--- src/rtl/core/lbp_pkg.sv ---
// Shared types and constants for the LED blink pattern generator.
// No dependencies; used by every module in rtl/core.
package lbp_pkg;

  localparam int unsigned ModeW   = 3;
  localparam int unsigned MsW     = 16;
  localparam int unsigned CountW  = 8;
  localparam int unsigned PhaseW  = 2;
  localparam int unsigned CfgIdxW = 4;

  localparam logic [MsW-1:0] OffRecheckMs = MsW'(1000);
  localparam logic [MsW-1:0] AlarmOffMs   = MsW'(100);
  localparam logic [MsW-1:0] AlarmPauseMs = MsW'(600);

  // Requested / current pattern mode
  typedef enum logic [ModeW-1:0] {
    MODE_OFF      = 3'd0,
    MODE_DISARMED = 3'd1,
    MODE_ARMING   = 3'd2,
    MODE_ARMED    = 3'd3,
    MODE_ALARM    = 3'd4
  } mode_e;

  // Step phases (alarm uses all four, disarmed and armed the first two, others the first)
  typedef enum logic [PhaseW-1:0] {
    PH_FIRST  = 2'd0,
    PH_SECOND = 2'd1,
    PH_THIRD  = 2'd2,
    PH_FOURTH = 2'd3
  } phase_e;

  // Configuration register indexes
  typedef enum logic [CfgIdxW-1:0] {
    CFG_DISARMED_FLASH  = 4'd0,
    CFG_DISARMED_PERIOD = 4'd1,
    CFG_ARMING_HALF     = 4'd2,
    CFG_ARMED_ON        = 4'd3,
    CFG_ARMED_GAP       = 4'd4,
    CFG_ARMED_PAUSE     = 4'd5,
    CFG_ARMED_COUNT     = 4'd6,
    CFG_ALARM_ON        = 4'd7
  } cfg_idx_e;

  // Configuration bundle from the register file to the step engine
  typedef struct packed {
    logic [MsW-1:0]    disarmed_flash_ms;
    logic [MsW-1:0]    disarmed_period_ms;
    logic [MsW-1:0]    arming_half_ms;
    logic [MsW-1:0]    armed_on_ms;
    logic [MsW-1:0]    armed_gap_ms;
    logic [MsW-1:0]    armed_pause_ms;
    logic [CountW-1:0] armed_flash_count;
    logic [MsW-1:0]    alarm_on_ms;
  } cfg_t;

  // Hold of d ticks: next step due d ticks later; zero acts as one
  function automatic logic [MsW-1:0] hold_load(input logic [MsW-1:0] d);
    hold_load = (d == '0) ? '0 : d - MsW'(1);
  endfunction

endpackage

--- src/rtl/core/lbp_cfg.sv ---
// Configuration register file for the LED blink pattern generator.
// Depends on lbp_pkg; writes beyond the last index are dropped.
module lbp_cfg import lbp_pkg::*; (
  input  logic               clk_i,
  input  logic               rst_ni,
  input  logic               cfg_valid_i,
  output logic               cfg_ready_o,
  input  logic [CfgIdxW-1:0] cfg_index_i,
  input  logic [MsW-1:0]     cfg_data_i,
  output cfg_t               cfg_o
);

  cfg_t cfg_q, cfg_d;

  // Always able to take a word
  assign cfg_ready_o = 1'b1;

  // Register decode
  always_comb begin
    cfg_d = cfg_q;
    if (cfg_valid_i) begin
      case (cfg_idx_e'(cfg_index_i))
        CFG_DISARMED_FLASH:  cfg_d.disarmed_flash_ms  = cfg_data_i;
        CFG_DISARMED_PERIOD: cfg_d.disarmed_period_ms = cfg_data_i;
        CFG_ARMING_HALF:     cfg_d.arming_half_ms     = cfg_data_i;
        CFG_ARMED_ON:        cfg_d.armed_on_ms        = cfg_data_i;
        CFG_ARMED_GAP:       cfg_d.armed_gap_ms       = cfg_data_i;
        CFG_ARMED_PAUSE:     cfg_d.armed_pause_ms     = cfg_data_i;
        CFG_ARMED_COUNT:     cfg_d.armed_flash_count  = cfg_data_i[CountW-1:0];
        CFG_ALARM_ON:        cfg_d.alarm_on_ms        = cfg_data_i;
        default: ;
      endcase
    end
  end

  always_ff @(posedge clk_i or negedge rst_ni) begin
    if (!rst_ni) begin
      cfg_q.disarmed_flash_ms  <= MsW'(50);
      cfg_q.disarmed_period_ms <= MsW'(6000);
      cfg_q.arming_half_ms     <= MsW'(100);
      cfg_q.armed_on_ms        <= MsW'(50);
      cfg_q.armed_gap_ms       <= MsW'(150);
      cfg_q.armed_pause_ms     <= MsW'(2000);
      cfg_q.armed_flash_count  <= CountW'(3);
      cfg_q.alarm_on_ms        <= MsW'(100);
    end else begin
      cfg_q <= cfg_d;
    end
  end

  assign cfg_o = cfg_q;

endmodule

--- src/rtl/core/lbp_step.sv ---
// Pattern step engine: mode, phase, flash count, hold counter and LED level.
// Depends on lbp_pkg; advances one tick per asserted tick_i.
module lbp_step import lbp_pkg::*; (
  input  logic             clk_i,
  input  logic             rst_ni,
  input  logic             tick_i,
  input  logic [ModeW-1:0] mode_i,
  input  cfg_t             cfg_i,
  output logic             led_o
);

  mode_e             mode_q, mode_d;
  phase_e            phase_q, phase_d;
  logic [CountW-1:0] done_q, done_d;
  logic [MsW-1:0]    wait_q, wait_d;
  logic              led_q, led_d;

  // Working values after a possible mode switch
  mode_e             req_mode;
  phase_e            ph;
  logic [CountW-1:0] done, done_inc;
  logic [MsW-1:0]    wt, dis_off;
  logic              led;

  // Undefined codes fall back to off
  always_comb begin
    case (mode_e'(mode_i))
      MODE_DISARMED: req_mode = MODE_DISARMED;
      MODE_ARMING:   req_mode = MODE_ARMING;
      MODE_ARMED:    req_mode = MODE_ARMED;
      MODE_ALARM:    req_mode = MODE_ALARM;
      default:       req_mode = MODE_OFF;
    endcase
  end

  assign dis_off = (cfg_i.disarmed_period_ms > cfg_i.disarmed_flash_ms) ?
                   cfg_i.disarmed_period_ms - cfg_i.disarmed_flash_ms : '0;

  // One tick of the pattern
  always_comb begin
    ph       = phase_q;
    done     = done_q;
    wt       = wait_q;
    led      = led_q;
    // mode change restarts the pattern with a step due now
    if (req_mode != mode_q) begin
      ph   = PH_FIRST;
      done = '0;
      wt   = '0;
      led  = 1'b0;
    end
    done_inc = done + CountW'(1);

    mode_d  = req_mode;
    phase_d = ph;
    done_d  = done;
    led_d   = led;
    wait_d  = wt - MsW'(1);

    if (wt == '0) begin
      case (req_mode)
        MODE_DISARMED: begin
          if (ph == PH_FIRST) begin
            led_d   = 1'b1;
            wait_d  = hold_load(cfg_i.disarmed_flash_ms);
            phase_d = PH_SECOND;
          end else begin
            led_d   = 1'b0;
            wait_d  = hold_load(dis_off);
            phase_d = PH_FIRST;
          end
        end
        MODE_ARMING: begin
          led_d  = ~led;
          wait_d = hold_load(cfg_i.arming_half_ms);
        end
        MODE_ARMED: begin
          if (ph == PH_FIRST) begin
            led_d   = 1'b1;
            wait_d  = hold_load(cfg_i.armed_on_ms);
            phase_d = PH_SECOND;
          end else begin
            led_d   = 1'b0;
            phase_d = PH_FIRST;
            // gap between flashes, pause after the burst
            if (done_inc < cfg_i.armed_flash_count) begin
              done_d = done_inc;
              wait_d = hold_load(cfg_i.armed_gap_ms);
            end else begin
              done_d = '0;
              wait_d = hold_load(cfg_i.armed_pause_ms);
            end
          end
        end
        MODE_ALARM: begin
          case (ph)
            PH_FIRST: begin
              led_d = 1'b1; wait_d = hold_load(cfg_i.alarm_on_ms); phase_d = PH_SECOND;
            end
            PH_SECOND: begin
              led_d = 1'b0; wait_d = hold_load(AlarmOffMs); phase_d = PH_THIRD;
            end
            PH_THIRD: begin
              led_d = 1'b1; wait_d = hold_load(cfg_i.alarm_on_ms); phase_d = PH_FOURTH;
            end
            default: begin
              led_d = 1'b0; wait_d = hold_load(AlarmPauseMs); phase_d = PH_FIRST;
            end
          endcase
        end
        default: begin
          led_d  = 1'b0;
          wait_d = hold_load(OffRecheckMs);
        end
      endcase
    end
  end

  always_ff @(posedge clk_i or negedge rst_ni) begin
    if (!rst_ni) begin
      mode_q  <= MODE_OFF;
      phase_q <= PH_FIRST;
      done_q  <= '0;
      wait_q  <= '0;
      led_q   <= 1'b0;
    end else if (tick_i) begin
      mode_q  <= mode_d;
      phase_q <= phase_d;
      done_q  <= done_d;
      wait_q  <= wait_d;
      led_q   <= led_d;
    end
  end

  assign led_o = led_q;

endmodule

--- src/rtl/core/led_blink_pattern_generator.sv ---
// LED blink pattern generator, top level: input register, step engine, result.
// Depends on lbp_pkg, lbp_cfg and lbp_step.
//
// One word in per millisecond tick carrying the requested mode, one word out
// with the LED level after that tick. The block takes a word every clock cycle
// unless its input side stalls; a tick is held in the input register, then the
// step engine (a compare, a decrement and a mode case) updates its state and the
// LED level register, which is the result word. The input side stalls only
// while a result is held by a stalled output. Configuration writes are always
// ready and take effect at once; write them only while idle.
module led_blink_pattern_generator import lbp_pkg::*; (
  input  logic               clk_i,
  input  logic               rst_ni,
  // tick input
  input  logic               in_valid_i,
  output logic               in_stall_o,
  input  logic [ModeW-1:0]   req_mode_i,
  // result output
  output logic               out_valid_o,
  input  logic               out_stall_i,
  output logic               led_on_o,
  // configuration writes
  input  logic               cfg_valid_i,
  output logic               cfg_ready_o,
  input  logic [CfgIdxW-1:0] cfg_index_i,
  input  logic [MsW-1:0]     cfg_data_i
);

  logic             in_vld_q;
  logic [ModeW-1:0] in_mode_q;
  logic             out_vld_q, out_vld_d;
  logic             adv;
  cfg_t             cfg;

  // Word moves from input register to result when the result slot frees up
  assign adv        = in_vld_q && (!out_vld_q || !out_stall_i);
  assign in_stall_o = in_vld_q && !adv;
  assign out_vld_d  = adv || (out_vld_q && out_stall_i);

  // Input register
  always_ff @(posedge clk_i or negedge rst_ni) begin
    if (!rst_ni) begin
      in_vld_q <= 1'b0;
    end else if (!in_stall_o) begin
      in_vld_q <= in_valid_i;
    end
  end

  always_ff @(posedge clk_i) begin
    if (!in_stall_o && in_valid_i) begin
      in_mode_q <= req_mode_i;
    end
  end

  // Result valid
  always_ff @(posedge clk_i or negedge rst_ni) begin
    if (!rst_ni) begin
      out_vld_q <= 1'b0;
    end else begin
      out_vld_q <= out_vld_d;
    end
  end

  lbp_cfg u_cfg (
    .clk_i       (clk_i),
    .rst_ni      (rst_ni),
    .cfg_valid_i (cfg_valid_i),
    .cfg_ready_o (cfg_ready_o),
    .cfg_index_i (cfg_index_i),
    .cfg_data_i  (cfg_data_i),
    .cfg_o       (cfg)
  );

  // LED level register doubles as the result data; it only moves on adv
  lbp_step u_step (
    .clk_i  (clk_i),
    .rst_ni (rst_ni),
    .tick_i (adv),
    .mode_i (in_mode_q),
    .cfg_i  (cfg),
    .led_o  (led_on_o)
  );

  assign out_valid_o = out_vld_q;

endmodule

--- config.mk ---
export PLATFORM = sky130hd
export DESIGN_NAME = led_blink_pattern_generator
export DESIGN_NICKNAME = d
export VERILOG_FILES = /design/src/rtl/core/lbp_pkg.sv /design/src/rtl/core/lbp_cfg.sv /design/src/rtl/core/lbp_step.sv /design/src/rtl/core/led_blink_pattern_generator.sv
export SDC_FILE = /design/constraint.sdc
export NUM_CORES = 1
export LEC_CHECK = 0
export BUFFER_PORTS_ARGS = -buffer_cell sky130_fd_sc_hd__buf_2
export CORE_ASPECT_RATIO = 1.25
export CORE_MARGIN = 4
export CORE_UTILIZATION = 50
export DETAILED_ROUTE_END_ITERATION = 7
export PLACE_DENSITY = 0.67
export RECOVER_POWER = 50
export SETUP_SLACK_MARGIN = 0.02
export SYNTH_ARGS = -nofsm -noshare
export SYNTH_HDL_FRONTEND = slang
export SYNTH_SLANG_ARGS = --single-unit
export TNS_END_PERCENT = 30
--- constraint.sdc ---
create_clock -name clk_i -period 5.3 [get_ports clk_i]
set_clock_uncertainty 0.05 [all_clocks]
set_input_delay 0.53 -clock clk_i [delete_from_list [all_inputs] [get_ports clk_i]]
set_output_delay 0.53 -clock clk_i [all_outputs]
set_load 0.02 [all_outputs]
# Yosys cells after proc, flatten, opt, wreduce, memory -nomap -nowiden

Index checks and enable logic that the tools add are counted.

Register bits after elaboration: 155
Input bits: 28
Output and inout bits: 4

Add/subtract/negate cells: 10
$lt $le $gt $ge: 2
Equality and inequality tests: 18
Multiplexer cells: 31
Bitwise logic cells: 1
Reduce and logical (&&, ||, !) cells: 30

Operators with widths:

| operator              | number |
|---|---|
| $mux 16               | 13 |
| $logic_not 16->1      | 8 |
| $sub 16x1->16 const B | 8 |
| $pmux 16 s4           | 1 |
| $mux 8                | 5 |
| $pmux 16 s2           | 1 |
| $eq 4x3->1 const B    | 4 |
| $gt 16x16->1          | 1 |
| $reduce_and 2->1      | 8 |
| $sub 16x16->16        | 1 |
| $eq 3x2->1 const B    | 4 |
| $pmux 3 s4            | 1 |
| $add 8x1->8 const B   | 1 |
| $eq 4x2->1 const B    | 2 |
| $lt 8x8->1            | 1 |
| $eq 3x1->1 const B    | 2 |
| $eq 3x3->1 const B    | 2 |
| $pmux 2 s3            | 1 |
| $mux 1                | 5 |
| $eq 4x1->1 const B    | 1 |
| $logic_and 1x1->1     | 4 |
| $logic_not 1->1       | 4 |
| $logic_not 4->1       | 1 |
| $mux 2                | 2 |
| 9 further kinds       | 11 |

# Logic depth before layout (Yosys ltp)

Gate-level depths: netlist of run 1.

Depth after elaboration: 10
Mapped depth: 23
Gate-level depth less buffers: 19

# By module

A second synthesis of run 1 with hierarchy kept.

Cells, all modules: 1108
Area, all modules: 10750.3 um2

Modules (own cells, without submodules):

| module                      | instances | cells an instance | area each (um2) |
|---|---|---|---|
| lbp_step                    | 1         | 832               | 5952.0 |
| lbp_cfg                     | 1         | 265               | 4615.7 |
| led_blink_pattern_generator | 1         | 11                | 182.7 |

# Least setup slack after synthesis of run 1

OpenSTA, ideal clock, no wires.

Path kind: register to register
From: reg in_mode_q[2]
To: reg u_step.wait_q[0]
Library setup time: 0.126 ns
Arrival time: 4.891 ns
Path slack: 0.234 ns
Cell stages (with the launch flop): 23
Clock period less this slack: 5.066 ns
Cells stage by stage: edfxtp_1 > clkbuf_1 > nor3b_1 > nand2_1 > a311oi_1 > nand2b_1 > clkbuf_1 > clkbuf_1 > and2_1 > ha_1 > nand3_1 > nor2_1 > xnor2_1 > nor2_1 > ha_1 > a21o_1 > a21oi_1 > nor2b_1 > a21oi_1 > o221ai_1 > a2111o_1 > a211oi_1 > nor3_1

Word-level cells in the longest chain between the ends: 10
Elaborated cells between the ends (all ways): 27

RTL lines:

| item                               | line                              | source |
|---|---|---|
| from (decl)                        | led_blink_pattern_generator.sv:30 | `logic [ModeW-1:0] in_mode_q;` |
| from (signal assigned)             | led_blink_pattern_generator.sv:51 | `in_mode_q <= req_mode_i;` |
| $eq 3x3->1 (tied with other cells) | lbp_step.sv:27                    | `case (mode_e'(mode_i))` |
| $pmux 3 s4 *                       | lbp_step.sv:27                    |  |
| $ne 3x3->1                         | lbp_step.sv:46                    | `if (req_mode != mode_q) begin` |
| $mux 8                             | lbp_step.sv:46                    |  |
| $add 8x1->8                        | lbp_step.sv:52                    | `done_inc = done + CountW'(1);` |
| $lt 8x8->1                         | lbp_step.sv:86                    | `if (done_inc < cfg_i.armed_flash_count) begin` |
| $mux 16                            | lbp_step.sv:86                    |  |
| $mux 16                            | lbp_step.sv:78                    | `if (ph == PH_FIRST) begin` |
| $pmux 16 s4                        | lbp_step.sv:61                    | `case (req_mode)` |
| $mux 16 *                          | lbp_step.sv:60                    | `if (wt == '0) begin` |
| to (signal assigned)               | lbp_step.sv:130                   | `wait_q <= wait_d;` |
| to (decl)                          | lbp_step.sv:15                    | `logic [MsW-1:0] wait_q, wait_d;` |

Mark *: on every way between the ends. The rest lies on a longest branch, timed or not.
A chain may end at the register's enable or synchronous reset.

# Final worst setup path of run 1

From: reg in_mode_q[1]
To: reg u_step.wait_q[1]

Same word-level chain as after synthesis.

==> results.tsv, run 1 <==
stage	metric	value	unit
finish	area_growth	9.92	%
synthesis	mappedNetlistArea	10900	um2
sta	fmax	0.206	GHz
synthesis	ys_seq_area_frac	0.362	
clock_tree	cts-hold-fix-buffers	0	
setup_path	cp-start-kind	flip-flop	
floorplanning	die_w	140	um
global_route	antenna_found_initial	0	
finish	antenna_cells	0	
sta	drv_slew	59	
job	maxCapViolCount	1	
drt	dr.first_iter.drc_count	852	
setup_path	path_cells	nor3b_1 -> nand2_1 -> a311oi_1 -> nand2b_1 -> and2_1 -> ha_1 -> nand3_1 -> nor2_1 -> xnor2_1 -> nor2_1 -> ha_1 -> a21o_1 -> a21oi_1 -> nor2b_1 -> a21oi_1 -> o221ai_1 -> a2111o_1 -> a211oi_1 -> nor2_1	
sta	slew_headroom	-1.20	
clock_tree	cts_root_buf	clkbuf_16	
setup_path	worst-path-buf-inv	0	
sta	worst_pin_slew	3300	ps
floorplanning	core	21500	um2
global_route	overflow	0	
synthesis	synth_area_leaders	dfrtp_1 28%, mux2_2 11%, dfstp_2 7.5%	
finish	drive_above_1_share	0.201	
synthesis	synthFlopType	dfrtp_1	
finish	register_area	3930	um2
placement	dp_hpwl	25300	um
synthesis	ys_async_sr_fraction	0.981	
synthesis	yosys_warnings	0	
clock_tree	cts_max_path_buffers	2	
synthesis	synth_seq_cells	155	
floorplanning	initial_utilization	0.506	
sta	fin_crit	4850	ps
synthesis	syn_nets	1257	
floorplanning	rows	60	
placement	gp_congestion	1.00	
floorplanning	io_pins	32	
power_and_ir_drop	p_per_area	453	nW/um2
synthesis	synth.top_cell.area_share	0.279	
drt	drt-total-wl	33700	um
synthesis	synth_top_area_cell	dfrtp_1	
setup_path	crit_slowest_cell	edfxtp_1	
run_status	status	finished, violations left	
clock_tree	cts_tree	done	
sta	rsz0062_at_grt	no	
sta	finalWorstSetupSlack	453	ps
global_route	grt_usage	0.279	
clock_tree	path_clk_slew	60	ps
drt	first_pass_iters	7	
run_status	violations	max-capacitance violations, max-slew violations	
drt	met3_length	1960	um
clock_tree	insertion_delay	440	ps
setup_path	worst_path_dominant_cell_family	compound AO/OA/AOI/OAI gates	
power_and_ir_drop	p_leak	4.81	nW
clock_tree	cts_buffers	17	
placement	pre_cts_ws	491	ps
drt	route.met2.wl	16600	um
power_and_ir_drop	fin_total_pwr	0.00541	W
clock_tree	htree_levels	4	
sta	setup_viol	0	
finish	multiInputGateArea	6540	um2
worst_hold_path	hold_class	in -> reg	
drt	drc	0	
floorplanning	die_h	173	um
global_route	first_global_vias	9134	
sta	timing_hold_violations_final	0	
global_route	grt_pass1_wl	52600	um
setup_path	worstSetupPathType	reg -> reg	
synthesis	synth_edf_count	3	
setup_path	crit_top_cell	nor2_1	
clock_tree	clock-sinks	155	
placement	portBuffers	30	
finish	fin_nets	1280	
drt	viasPerCell	6.32	
drt	via_count	9486	
setup_path	cp.arrival	5120	ps
floorplanning	die-area	24200	um2
drt	wl_per_cell	22.4	um
drt	met1_length	13700	um
drt	top_layer	met4	
sta	tns	0	ps
setup_path	worstPathRequired	5570	ps
power_and_ir_drop	ir_worst_vdd	252	uV
synthesis	syn_inst	1187	
setup_path	critPathCaptureType	flip-flop	
drt	ant_nets	0	
synthesis	synth_cell_type_count	77	
synthesis	syn_area_per_cell	9.15	um2
setup_path	cpPeakStageDelay	570	ps
global_route	grt_max_degree	59	
sta	period_share	0.915	
finish	fillers	1993	
setup_path	worstPathMaxFanout	11	
flip-flops by register name, indices dropped and copies added (netlist names):
| register | cells |
|---|---|
| u_step.mode_q | 3 |
| out_valid_o | 1 |
| u_step.wait_q | 16 |
| u_step.done_q | 8 |
| u_cfg.cfg_o | 120 |
| u_step.led_o | 1 |
| in_vld_q | 1 |
| in_mode_q | 3 |
| u_step.phase_q | 2 |
through the flow:
| stage | cells | hold WS (ps) | cell area, um2 | utilization |
|---|---|---|---|---|
| 4_1_cts | 1501 | 34.6 | 12000 | 0.557 |
| 2_1_floorplan | 1187 | 184 | 10900 | - |
| 6_report | 1502 | 226 | 11900 | 0.556 |
| 5_1_grt | 1502 | 215 | 11900 | 0.556 |
| 3_3_place_gp | 1469 | 437 | 11300 | 0.528 |
| 3_5_place_dp | 1469 | 449 | 11300 | 0.528 |
synthesized netlist by cell type (5+ instances only):
master,number
nand3_1,32
a21oi_1,39
a31oi_1,15
and2_1,7
dfrtp_1,121
o211ai_1,6
nor2_1,97
a221oi_1,5
mux2_2,110
clkbuf_1,44
or2_2,9
xor2_1,32
nor2b_1,7
o22ai_1,21
a211oi_1,10
a22o_1,7
ha_1,41
dfstp_2,31
or4_1,10
o221ai_1,13
o21ai_0,77
nand2_1,91
nand4_1,9
or3_1,13
o21a_1,15
and3_1,9
nor4b_1,5
nor3b_1,9
nor3_1,50
o31ai_1,8
nand3b_1,9
a21o_1,14
inv_1,54
nand2b_1,15
xnor2_1,62
nor4_1,14
area by class of cell:
type                       instances  share of cell area
clock buffer                      18              0.0368
clock inverter                    14              0.0146
inverter                          54              0.0170
multi-input combinational        930               0.548
sequential                       155               0.329
tap                              279              0.0292
timing repair buffer              52              0.0253
logic make-up after synthesis:
| group | after synthesis | share of synthesized area |
|---|---|---|
| other | 1 | 0.000345 |
| multiplexers | 112 | 0.116 |
| AND/OR/NAND/NOR | 397 | 0.184 |
| adder cells (fa/ha/maj) | 42 | 0.0491 |
| flip-flops | 155 | 0.362 |
| XOR/XNOR | 94 | 0.0758 |
| AO/OA/AOI/OAI | 284 | 0.177 |
| buffers and inverters | 102 | 0.0363 |
power breakdown:
| part | internal, W | total [W] | switching [W] |
|---|---|---|---|
| sequential | 0.00151 | 0.00185 | 0.000341 |
| clock | 0.000726 | 0.00128 | 0.000558 |
| combinational | 0.000928 | 0.00227 | 0.00135 |
path summary, 6_finish.rpt:
kind	start	to	slack, ps	cells past startpoint
max	in_mode_q[1]$_DFFE_PP_	u_step.wait_q[1]$_DFFE_PN0P_	450	19
min	req_mode_i[1]	in_mode_q[1]$_DFFE_PP_	230	1
max reg2reg	in_mode_q[1]$_DFFE_PP_	u_step.wait_q[1]$_DFFE_PN0P_	450	19
min reg2reg	u_cfg.cfg_o[88]$_DFFE_PN0P_	u_cfg.cfg_o[88]$_DFFE_PN0P_	460	1
max in group asynchronous	rst_ni	u_cfg.cfg_o[116]$_DFFE_PN0P_	1330	2
min in group asynchronous	rst_ni	u_cfg.cfg_o[21]$_DFFE_PN0P_	1140	1
cell usage in the layout (no fill, tap or decap), types with 21 or more instances in the layout:
| master | count |
|---|---|
| buf_2 | 29 |
| o22ai_1 | 21 |
| dfstp_2 | 31 |
| inv_1 | 54 |
| xor2_1 | 32 |
| nand2_1 | 91 |
| mux2_2 | 110 |
| a21oi_1 | 39 |
| ha_1 | 41 |
| xnor2_1 | 62 |
| nor3_1 | 50 |
| dfrtp_1 | 121 |
| o21ai_0 | 77 |
| nand3_1 | 32 |
| nor2_1 | 97 |
what timing repair did:
| item | CTS | global route |
|---|---|---|
| endpoints found under the setup margin | 0 | 2 |
| buffers inserted | 0 | 1 |
| gates resized for setup | 0 | 0 |
layer usage:
metal	track usage	vias to the layer above
met5	0	-
met4	0.105	0
met3	0.0490	81
met2	0.467	317
met1	0.360	4695
li1	-	4393
No activity file was read; power rests on OpenSTA's default activity.
==> run 2: changes to the inputs <==
--- a/config.mk
+++ b/config.mk
@@ -9,8 +9,9 @@
 export CORE_ASPECT_RATIO = 1.25
 export CORE_MARGIN = 4
 export CORE_UTILIZATION = 50
+export CTS_BUF_LIST = sky130_fd_sc_hd__clkbuf_8
 export DETAILED_ROUTE_END_ITERATION = 7
-export PLACE_DENSITY = 0.67
+export PLACE_DENSITY = 0.64
 export RECOVER_POWER = 50
 export SETUP_SLACK_MARGIN = 0.02
 export SYNTH_ARGS = -nofsm -noshare
==> constraint.sdc (replaced) <==
create_clock -name clk_i -period 5.1 [get_ports clk_i]
set_clock_uncertainty 0.05 [all_clocks]
set_input_delay 0.51 -clock clk_i [delete_from_list [all_inputs] [get_ports clk_i]]
set_output_delay 0.51 -clock clk_i [all_outputs]
set_load 0.02 [all_outputs]
==> results.tsv, run 2 (synthesis results as in run 1) <==
stage	metric	value	unit	change
sta	holdWs	182	ps	-44.0 ps
finish	antenna_cells	0		unchanged
run_status	violations	max-capacitance violations, max-slew violations		
setup_path	worstPathRequired	5390	ps	-180 ps
drt	ant_nets	0		unchanged
global_route	antenna_found_initial	0		unchanged
finish	layout_common_cells	121 x dfrtp_1, 110 x mux2_2, 97 x nor2_1		
sta	finalWorstSetupSlack	425	ps	-27.8 ps
sta	fmax	0.214	GHz	+3.7%
sta	worst_pin_slew	4210	ps	+907 ps
sta	timing_hold_violations_final	0		unchanged
clock_tree	insertion_delay	470	ps	+30 ps
global_route	grt_pass1_wl	52500	um	-0.14%
floorplanning	die_h	173	um	unchanged
power_and_ir_drop	ir_worst_vdd	243	uV	-3.5%
floorplanning	core	21500	um2	unchanged
drt	wl_per_cell	22.2	um	-1.2%
floorplanning	rows	60		unchanged
setup_path	worstSetupPathType	reg -> reg		
sta	slew_headroom	-1.80		-0.605
global_route	grt_max_degree	75		+27%
sta	drv_slew	75		+27%
power_and_ir_drop	p_seq_frac	0.366		+0.024
finish	fin_nets	1285		+0.39%
global_route	grt_usage	0.277		-0.00115
finish	multiInputGateArea	6550	um2	+0.13%
placement	pre_cts_ws	348	ps	-143 ps
drt	drt-total-wl	33400	um	-0.83%
finish	final_common_cell	dfrtp_1		
floorplanning	die_w	140	um	unchanged
setup_path	cp-start-kind	flip-flop		
drt	drc	0		unchanged
power_and_ir_drop	fin_total_pwr	0.00525	W	-2.9%
power_and_ir_drop	p_leak	4.73	nW	-1.6%
sta	setup_viol	0		unchanged
placement	dp_cells	1473		+0.27%
setup_path	critPathCaptureType	flip-flop		
clock_tree	cts_tree	done		
floorplanning	initial_utilization	0.506		unchanged
floorplanning	io_pins	32		unchanged
drt	dr.first_iter.drc_count	747		-12%
setup_path	cp.arrival	4970	ps	-150 ps
power_and_ir_drop	p_per_area	446	nW/um2	-1.5%
finish	stdcell_count	1507		+0.33%
power_and_ir_drop	power.switching	0.00233	W	+4.0%
placement	gp_congestion	1.00		about the same
drt	via_count	9376		-1.2%
run_status	status	finished, violations left		
power_and_ir_drop	internal-power	0.00292	W	-7.9%
clock_tree	htree_levels	4		unchanged
power_and_ir_drop	combPwrFrac	0.451		+0.031
clock_tree	path_clk_slew	90	ps	+30 ps
sta	rsz0062_at_grt	no		
clock_tree	clock-sinks	155		unchanged
finish	largest_reg_flops	120		unchanged
finish	drive_above_1_share	0.204		+0.00244
finish	fillers	2072		+4.0%
drt	first_pass_iters	5		-2
sta	tns	0	ps	unchanged
worst_hold_path	hold_class	in -> reg		
global_route	overflow	0		unchanged
finish	register_area	3930	um2	unchanged
drt	viasPerCell	6.22		-1.5%
placement	portBuffers	30		unchanged
power_and_ir_drop	p_clk_frac	0.183		-0.054
clock_tree	cts_max_path_buffers	2		unchanged
setup_path	worstPathMaxFanout	11		unchanged
floorplanning	die-area	24200	um2	unchanged
job	maxCapViolCount	1		unchanged
power_and_ir_drop	swShare	0.445		+0.0297
sta	period_share	0.917		+0.00210
placement	dp_hpwl	25600	um	+1.1%
sta	fin_crit	4670	ps	-172 ps
clock_tree	cts_buffers	17		unchanged
global_route	first_global_vias	9065		-0.76%
finish	area_growth	8.33	%	
clock_tree	cts_root_buf	clkbuf_8		
## run 2: cell types whose count changed in the layout (fill, tap and decap cells not counted), moves of 2 or more
cell,delta
clkinv_4,+2
buf_4,+6
bufinv_16,-2
buf_2,-3
clkbuf_1,+3
clkinvlp_4,-2
clkbuf_8,+17
clkbuf_16,-17
## run 2: stage by stage
stage                     cell area (um2)  utilization
after floorplan                     10900            -
after global placement              11400        0.529
after detailed placement            11400        0.529
after CTS                           11800        0.548
after global routing                11800        0.548
final                               11800        0.548
## run 2: worst max-delay path, cell delays in order, from the launching register on
cell      delay [ps]
edfxtp_1         530
nor3b_1          330
nand2_1           90
a311oi_1         360
nand2b_1         210
and2_1           140
ha_1             220
nand3_1          130
nor2_1           150
xnor2_1          130
nor2_1            80
ha_1             310
a21o_1           160
a21oi_1          300
nor2b_1          100
a21oi_2          270
o221ai_1         220
a2111o_1         490
a211oi_1         230
nor2_1            80
## run 2: area by class of cell
class / count / area share
multi-input combinational: 930 / 0.557
timing repair buffer: 57 / 0.0287
tap: 279 / 0.0297
inverter: 54 / 0.0172
clock buffer: 18 / 0.0211
clock inverter: 14 / 0.0125
sequential: 155 / 0.334
## run 2: layer usage
| metal | vias to the layer above | GRT usage | wire [um] | part of all wire |
|---|---|---|---|---|
| met1 | 4596 | 0.372 | 14300 | 0.43 |
| li1 | 4405 | - | - | - |
| met4 | 0 | 0.0913 | 1230 | 0.037 |
| met2 | 299 | 0.459 | 16100 | 0.48 |
| met3 | 76 | 0.0459 | 1720 | 0.051 |
| met5 | - | 0 | 0 | 0 |
## run 2: repair_timing
item	CTS	global route
setup endpoints to repair	0	3
setup buffers	0	2
gates resized for setup	0	2
hold buffers	0	0
## run 2: power groups by stage
stage	combinational (W)	sequential (W)	clock, W
finish	0.00237	0.00192	0.000959
global route	0.00261	0.00196	0.00103
CTS	0.00234	0.00191	0.000968
detailed placement	0.00233	0.00193	0
global placement	0.00232	0.00193	0
floorplan	0.00173	0.00182	0
## run 2: path summary, 6_finish.rpt
check	start	end	slack (ps)	depth (start not counted)
worst max-delay path	in_mode_q[2]$_DFFE_PP_	u_step.wait_q[1]$_DFFE_PN0P_	430	19
worst min-delay path	req_mode_i[0]	in_mode_q[0]$_DFFE_PP_	180	1
worst max register to register	in_mode_q[2]$_DFFE_PP_	u_step.wait_q[1]$_DFFE_PN0P_	430	19
worst min register to register	u_cfg.cfg_o[116]$_DFFE_PN0P_	u_cfg.cfg_o[116]$_DFFE_PN0P_	470	1
max in group asynchronous	rst_ni	u_cfg.cfg_o[4]$_DFFE_PN0P_	1060	2
min in group asynchronous	rst_ni	u_step.wait_q[6]$_DFFE_PN0P_	1450	1
